## src/rtl/tfl_pkg.sv

```systemverilog
package tfl_pkg;

  // Default CORDIC iteration count (valid range 8..24)
  localparam int unsigned CORDIC_STEPS_DEF = 16;

  // CORDIC datapath width: speeds x256 plus gain headroom
  localparam int unsigned CW = 27;
  // Angle accumulator width, 2^-16 rad units
  localparam int unsigned ZW = 19;

  // Config port
  localparam int unsigned CFG_IDX_W  = 2;
  localparam int unsigned CFG_DATA_W = 16;

  typedef enum logic [CFG_IDX_W-1:0] {
    CFG_HEADING_GAIN     = 2'd0,
    CFG_TURN_RATE_LIMIT  = 2'd1,
    CFG_TURN_ACCEL_LIMIT = 2'd2
  } cfg_idx_e;

  localparam logic [15:0] HEADING_GAIN_RST     = 16'd256;
  localparam logic [14:0] TURN_RATE_LIMIT_RST  = 15'd8192;
  localparam logic [15:0] TURN_ACCEL_LIMIT_RST = 16'd2560;

  // round(atan(2^-i) * 2^16)
  localparam logic [16:0] ATAN_TAB [24] = '{
    17'd51472, 17'd30386, 17'd16055, 17'd8150, 17'd4091, 17'd2047, 17'd1024, 17'd512,
    17'd256,   17'd128,   17'd64,    17'd32,   17'd16,   17'd8,    17'd4,    17'd2,
    17'd1,     17'd0,     17'd0,     17'd0,    17'd0,    17'd0,    17'd0,    17'd0
  };

  // Fields that ride alongside the CORDIC pipe
  typedef struct packed {
    logic        trav_pos;   // travel speed > 0
    logic        err;        // invalid argument or config
    logic [15:0] prev;       // last turn rate
    logic [31:0] accel_dt;   // turn_accel_limit * time_step
  } side_t;

endpackage

```

## src/rtl/tfl_cordic.sv

```systemverilog
module tfl_cordic #(
  parameter int unsigned CORDIC_STEPS = tfl_pkg::CORDIC_STEPS_DEF
) (
  input  logic                             clk_i,
  input  logic                             rst_ni,
  input  logic                             in_valid_i,
  output logic                             in_stall_o,
  input  logic signed [tfl_pkg::CW-1:0]    in_x_i,
  input  logic signed [tfl_pkg::CW-1:0]    in_y_i,
  input  tfl_pkg::side_t                   in_side_i,
  output logic                             out_valid_o,
  input  logic                             out_stall_i,
  output logic signed [tfl_pkg::ZW-1:0]    out_z_o,
  output tfl_pkg::side_t                   out_side_o
);
  import tfl_pkg::*;

  logic signed [CW-1:0] x_q [CORDIC_STEPS];
  logic signed [CW-1:0] y_q [CORDIC_STEPS];
  logic signed [ZW-1:0] z_q [CORDIC_STEPS];
  side_t                side_q [CORDIC_STEPS];
  logic [CORDIC_STEPS-1:0] v_q;
  logic [CORDIC_STEPS-1:0] en;

  for (genvar k = 0; k < CORDIC_STEPS; k++) begin : g_stage
    logic signed [CW-1:0] x_s, y_s, x_d, y_d;
    logic signed [ZW-1:0] z_s, z_d;
    side_t                side_s;
    logic                 v_s;
    logic                 rot_neg;
    logic signed [ZW-1:0] ang;

    if (k == 0) begin : g_first
      assign x_s    = in_x_i;
      assign y_s    = in_y_i;
      assign z_s    = '0;
      assign side_s = in_side_i;
      assign v_s    = in_valid_i;
    end else begin : g_next
      assign x_s    = x_q[k-1];
      assign y_s    = y_q[k-1];
      assign z_s    = z_q[k-1];
      assign side_s = side_q[k-1];
      assign v_s    = v_q[k-1];
    end

    if (k == CORDIC_STEPS - 1) begin : g_last_en
      assign en[k] = !v_q[k] || !out_stall_i;
    end else begin : g_mid_en
      assign en[k] = !v_q[k] || en[k+1];
    end

    assign ang = $signed({{(ZW-17){1'b0}}, ATAN_TAB[k]});

    // rotate towards y = 0; y > 0 drives the angle up
    always_comb begin
      rot_neg = !y_s[CW-1] && (y_s != '0);
      if (rot_neg) begin
        x_d = x_s + (y_s >>> k);
        y_d = y_s - (x_s >>> k);
        z_d = z_s + ang;
      end else begin
        x_d = x_s - (y_s >>> k);
        y_d = y_s + (x_s >>> k);
        z_d = z_s - ang;
      end
    end

    always_ff @(posedge clk_i or negedge rst_ni) begin
      if (!rst_ni) begin
        v_q[k] <= 1'b0;
      end else if (en[k]) begin
        v_q[k] <= v_s;
      end
    end

    always_ff @(posedge clk_i) begin
      if (en[k]) begin
        x_q[k]    <= x_d;
        y_q[k]    <= y_d;
        z_q[k]    <= z_d;
        side_q[k] <= side_s;
      end
    end
  end

  assign in_stall_o  = !en[0];
  assign out_valid_o = v_q[CORDIC_STEPS-1];
  assign out_z_o     = z_q[CORDIC_STEPS-1];
  assign out_side_o  = side_q[CORDIC_STEPS-1];

endmodule

```

## config.mk

```make
export PLATFORM = sky130hd
export DESIGN_NAME = tfl_cordic
export DESIGN_NICKNAME = d
export VERILOG_FILES = /design/src/rtl/tfl_pkg.sv /design/src/rtl/tfl_cordic.sv
export SDC_FILE = /design/constraint.sdc
export NUM_CORES = 2
export LEC_CHECK = 0
export ABC_CLOCK_PERIOD_IN_PS = 28300
export BUFFER_PORTS_ARGS = -buffer_cell sky130_fd_sc_hd__buf_4
export CORE_MARGIN = 2
export CORE_UTILIZATION = 45
export DETAILED_ROUTE_END_ITERATION = 16
export SKIP_LAST_GASP = 1
export SYNTH_ARGS = -nofsm -noshare
export SYNTH_HDL_FRONTEND = slang
export SYNTH_SLANG_ARGS = --single-unit
```

## constraint.sdc

```tcl
create_clock -name clk_i -period 28.3 [get_ports clk_i]
set_input_delay 2.83 -clock clk_i [delete_from_list [all_inputs] [get_ports clk_i]]
set_output_delay 2.83 -clock clk_i [all_outputs]
set_load 0.02 [all_outputs]
```

# After elaboration in Yosys (flattened, before gate mapping)
# Memory sizes are Yosys's and may differ from the RTL's.
# Index checks and enable logic that the tools add are counted.
[word_totals]
memories = 4
ramBits = 1968
out_inout_bits = 71
in_bits = 108
reg_bits = 16
wordCells = 275
[memory_table]
columns = ["memory", "words", "width", "rd", "rd_clocked_by_memory_dff", "write_ports", "line", "text"]
rows = [
  ["side_q", 16, 50, 16, 0, 16, "tfl_cordic.sv:21", "side_t side_q [CORDIC_STEPS];"],
  ["x_q", 16, 27, 15, 0, 16, "tfl_cordic.sv:18", "logic signed [CW-1:0] x_q [CORDIC_STEPS];"],
  ["y_q", 16, 27, 15, 0, 16, "tfl_cordic.sv:19", "logic signed [CW-1:0] y_q [CORDIC_STEPS];"],
  ["z_q", 16, 19, 16, 0, 16, "tfl_cordic.sv:20", "logic signed [ZW-1:0] z_q [CORDIC_STEPS];"],
]
[op_classes]
mux = 80
reduce_logical = 82
addsub = 93
[ops]
columns = ["cell", "count"]
rows = [
  ["$mux 27", 32],
  ["$reduce_bool 27->1", 16],
  ["$mux 19", 16],
  ["$add 27x12->27", 2],
  ["$add 27x13->27", 2],
  ["$add 27x14->27", 2],
  ["$add 27x15->27", 2],
  ["$add 27x16->27", 2],
  ["$add 27x17->27", 2],
  ["$add 27x18->27", 2],
  ["$add 27x19->27", 2],
  ["$add 27x20->27", 2],
  ["$add 27x21->27", 2],
  ["$add 27x22->27", 2],
  ["$add 27x23->27", 2],
  ["$add 27x24->27", 2],
  ["$add 27x25->27", 2],
  ["$add 27x26->27", 2],
  ["$sub 27x12->27", 2],
  ["$sub 27x13->27", 2],
  ["$sub 27x14->27", 2],
  ["$sub 27x15->27", 2],
  ["$sub 27x16->27", 2],
  ["$sub 27x17->27", 2],
  ["43 further kinds", 149],
]

# Logic depth before layout (Yosys ltp)
[logic_depth]
word_depth = 19
depth_mapped = 25
depth_no_buf = 22

# Worst setup path before layout
# No wires, ideal clock.
[synth_timing]
path_type = "input -> output"
start = "input port out_stall_i"
end = "output port in_stall_o"
required_time_ps = 25470
path_stages = 10
n_path_buf = 0
slack_ps = 8256
arrival_ps = 17214
path_cell_list = "and3_1 > nand3_1 > nor2_1 > and3_1 > nand3_1 > nor2_1 > inv_1 > nor2_1 > nand4_1 > inv_1"
[synth_between]
elab_chain_cells = 18
[synth_lines]
columns = ["element", "line", "text"]
rows = [
  ["from (decl)", "tfl_cordic.sv:12", "input logic out_stall_i,"],
  ["$logic_not 1->1", "tfl_cordic.sv:48", "assign en[k] = !v_q[k] || !out_stall_i;"],
  ["$logic_or 1x1->1", "tfl_cordic.sv:48", ""],
  ["$logic_or 1x1->1 (3 in series)", "tfl_cordic.sv:50", "assign en[k] = !v_q[k] || en[k+1];"],
  ["via en[12]", "tfl_cordic.sv:23", "logic [CORDIC_STEPS-1:0] en;"],
  ["$logic_or 1x1->1 (5 in series)", "tfl_cordic.sv:50", ""],
  ["via en[7]", "tfl_cordic.sv:23", ""],
  ["$logic_or 1x1->1", "tfl_cordic.sv:50", ""],
  ["via en[6]", "tfl_cordic.sv:23", ""],
  ["$logic_or 1x1->1 (6 in series)", "tfl_cordic.sv:50", ""],
  ["$logic_not 1->1", "tfl_cordic.sv:87", "assign in_stall_o = !en[0];"],
  ["to (decl)", "tfl_cordic.sv:7", "output logic in_stall_o,"],
]
# The timed path passes the listed nets, and every way through them passes these cells.

# Worst setup path in the final report
# Ends and elaborated chain as after synthesis.

==> flow_metrics.py <==
metrics = {
    "finish": {
        "fin_nets": 11196,
        "syn_to_final_growth_pct": 10.8,
        "drive_gt1_frac": 0.0648,
        "nFillCells": 21622,
        "multi_input_area_um2": 53300,
        "ff_latch_area_um2": 55600,
    },
    "global_route": {
        "antenna_found_initial": 23,
        "grt_pass1_vias": 72855,
        "grt_max_degree": 75,
        "gr-usage-all-layers": 0.216,
        "grt_overflow": 0,
        "grt_pass1_wl_um": 424000,
    },
    "placed_design": {
        "place_congestion": 0.904,
        "dp.final_hpwl_um": 215000,
        "port_buffers": 177,
        "pre_cts_ws_ns": 18.55,
    },
    "clocking": {
        "cts_sinks": 1853,
        "post_cts_resized": 0,
        "cts_hold_buf": 0,
        "htreeDepth": 4,
        "insertion_delay_ns": 0.86,
        "cts_setup_buffers": 0,
        "cts_buffers": 194,
        "clk_path_buf_depth": 3,
        "tritoncts": "done",
        "root_buffer": "clkbuf_16",
        "clkTransAtPathRegs_ns": 0.06,
    },
    "critical_path": {
        "end_kind": "output pin",
        "cp-start-kind": "input port",
        "r2r_slack_ns": 21.14,
        "arrival_ns": 6.92,
        "ff2ff_path_depth": 22,
        "cp_max_fo": 37,
        "path_class": "in2out",
        "cp_data_required_time_ns": 25.47,
        "worstReg2RegEnd": "y_q[1][51]",
        "r2r_start": "y_q[1][15]",
        "slowest_delay_ns": 0.61,
        "worstPathCellList": "buf_4 -> and3_1 -> nand3_4 -> nor2_1 -> and3_1 -> nand3_4 -> nor2_1 -> inv_4 -> nor2_1 -> nand4_1 -> buf_4 -> inv_1 -> buf_4",
        "crit_path_top_delay_cell": "nor2_1",
    },
    "synthesis": {
        "yosysWarningCount": 0,
        "synth_top_cell_by_area": "edfxtp_1",
        "synth_top_cell_area_share": 0.497,
        "syn_inst": 9693,
        "seq_area_frac_synth": 0.501,
        "synth_area_leaders": "edfxtp_1 50%, ha_1 11%, xnor2_1 6.8%",
        "avgSynthCellArea_um2": 11.4,
        "synth.ff_latch_count": 1853,
        "netlist_area_um2": 111000,
        "async_flop_share": 0.00863,
        "synth.top_cells.by_count": "1837 x edfxtp_1, 1018 x ha_1, 876 x a21oi_1, 866 x xnor2_1, 667 x nor2_1",
        "synth_edf_count": 1837,
        "synth.distinct_cells": 93,
        "yosysMostFrequentCell": "edfxtp_1",
        "synth_flop_cell": "edfxtp_1",
    },
    "timing": {
        "fin_crit_ns": 9.75,
        "hold_viol_final": 0,
        "tightest_slew_ns": 1.14,
        "max_freq_mhz": 103,
        "fin_crit_sh": 0.344,
        "layout_setup_ws_ns": 18.55,
        "fin_setup_tns_ns": 0,
        "clock_skew_ns": 0.0534,
        "rsz0062_at_grt": "false",
        "slew_viol_final": 0,
        "final-setup-viol-count": 0,
        "slew_headroom": 0.230,
    },
    "floorplanning": {
        "core_um2": 245000,
        "io_pins": 179,
        "fp-row-count": 182,
        "die_h_um": 500,
        "die_area_um2": 250000,
        "die_w_um": 500,
        "start_util": 0.452,
    },
    "hold_path": {
        "whs_path_depth": 0,
        "holdPathEnd": "side_q[1][356]",
        "hold_start": "side_q[1][306]",
        "hold_class": "reg2reg",
    },
    "job": {
        "max_cap_viol_count": 0,
    },
    "outcome": {
        "outcome": "complete, no violations",
    },
    "route": {
        "wirelength_um": 275000,
        "drtPass1Iterations": 8,
        "routedWlPerCell_um": 20.5,
        "ant_nets": 0,
        "vias": 74837,
        "initialDrtViolationCount": 5445,
        "vias_per_cell": 5.58,
        "drc": 0,
    },
}
## worst max-delay path, delay by kind of cell
family                 cells  cell delay (ns)
buffers and inverters      5             0.86
AND/OR/NAND/NOR            8             3.21
## layer usage
layer / share of wire / GRT usage / vias up
met2: 0.48 / 0.365 / 1577
met1: 0.45 / 0.289 / 36003
li1: - / - / 36875
met5: 0.000047 / 0 / -
met4: 0.029 / 0.0636 / 2
met3: 0.042 / 0.0265 / 380
## metrics by stage
| stage | hold WS (ns) | std cells | util | cell area (µm²) |
|---|---|---|---|---|
| 2_1_floorplan | 0.400 | 9728 | - | 111000 |
| 3_3_place_gp | 0.400 | 13049 | 0.474 | 116000 |
| 3_5_place_dp | 0.405 | 13049 | 0.474 | 116000 |
| 4_1_cts | 0.382 | 13412 | 0.501 | 123000 |
| 5_1_grt | 0.398 | 13413 | 0.501 | 123000 |
| 6_report | 0.377 | 13413 | 0.501 | 123000 |
## placed cells by master (no fill, tap or decap), types with 71 or more instances in the layout
master     count
a211oi_1      71
a21o_1       368
a21oi_1      876
buf_4        230
clkbuf_16    197
edfxtp_1    1837
ha_1        1018
inv_1        430
nand2_1      479
nand2b_1     140
nand3_1      141
nor2_1       667
nor2b_1      122
nor3_1       196
nor4_1       103
o21a_1       122
o21ai_0      478
o21bai_1     131
o31ai_1      133
xnor2_1      866
xor2_1       438
## registers in the layout, summed over array words and instances (netlist names)
name / count
side_q: 800
x_q: 363
g_stage.v_s: 15
y_q: 405
z_q: 269
out_valid_o: 1
## worst max-delay path by stage
| stage | end | depth (start not counted) | slack, ns | start |
|---|---|---|---|---|
| global placement | in_stall_o | 13 | 18.59 | out_stall_i |
| detailed placement | in_stall_o | 13 | 18.55 | out_stall_i |
| finish | in_stall_o | 13 | 18.55 | out_stall_i |
| global route | in_stall_o | 13 | 18.17 | out_stall_i |
| floorplan | in_stall_o | 10 | 8.26 | out_stall_i |
| CTS | in_stall_o | 13 | 18.48 | out_stall_i |
## cell families after synthesis
family,synth area share
adder cells (fa/ha/maj),0.123
multiplexers,0.00529
buffers and inverters,0.0202
other,0.0000677
AO/OA/AOI/OAI,0.148
flip-flops,0.501
AND/OR/NAND/NOR,0.0994
XOR/XNOR,0.103
## area by class of cell
| type | count | area share |
|---|---|---|
| diodes | 1 | 0.0000204 |
| multi-input cells | 7300 | 0.434 |
| flip-flops and latches | 1853 | 0.452 |
| repair buffers | 230 | 0.0141 |
| well taps | 3220 | 0.0328 |
| clock buffers | 222 | 0.0409 |
| inverters | 446 | 0.0137 |
| clock inverters | 141 | 0.0122 |
Power is not shown: default switching activity piles up to over one toggle a cycle in this logic, so the estimate is an artifact.
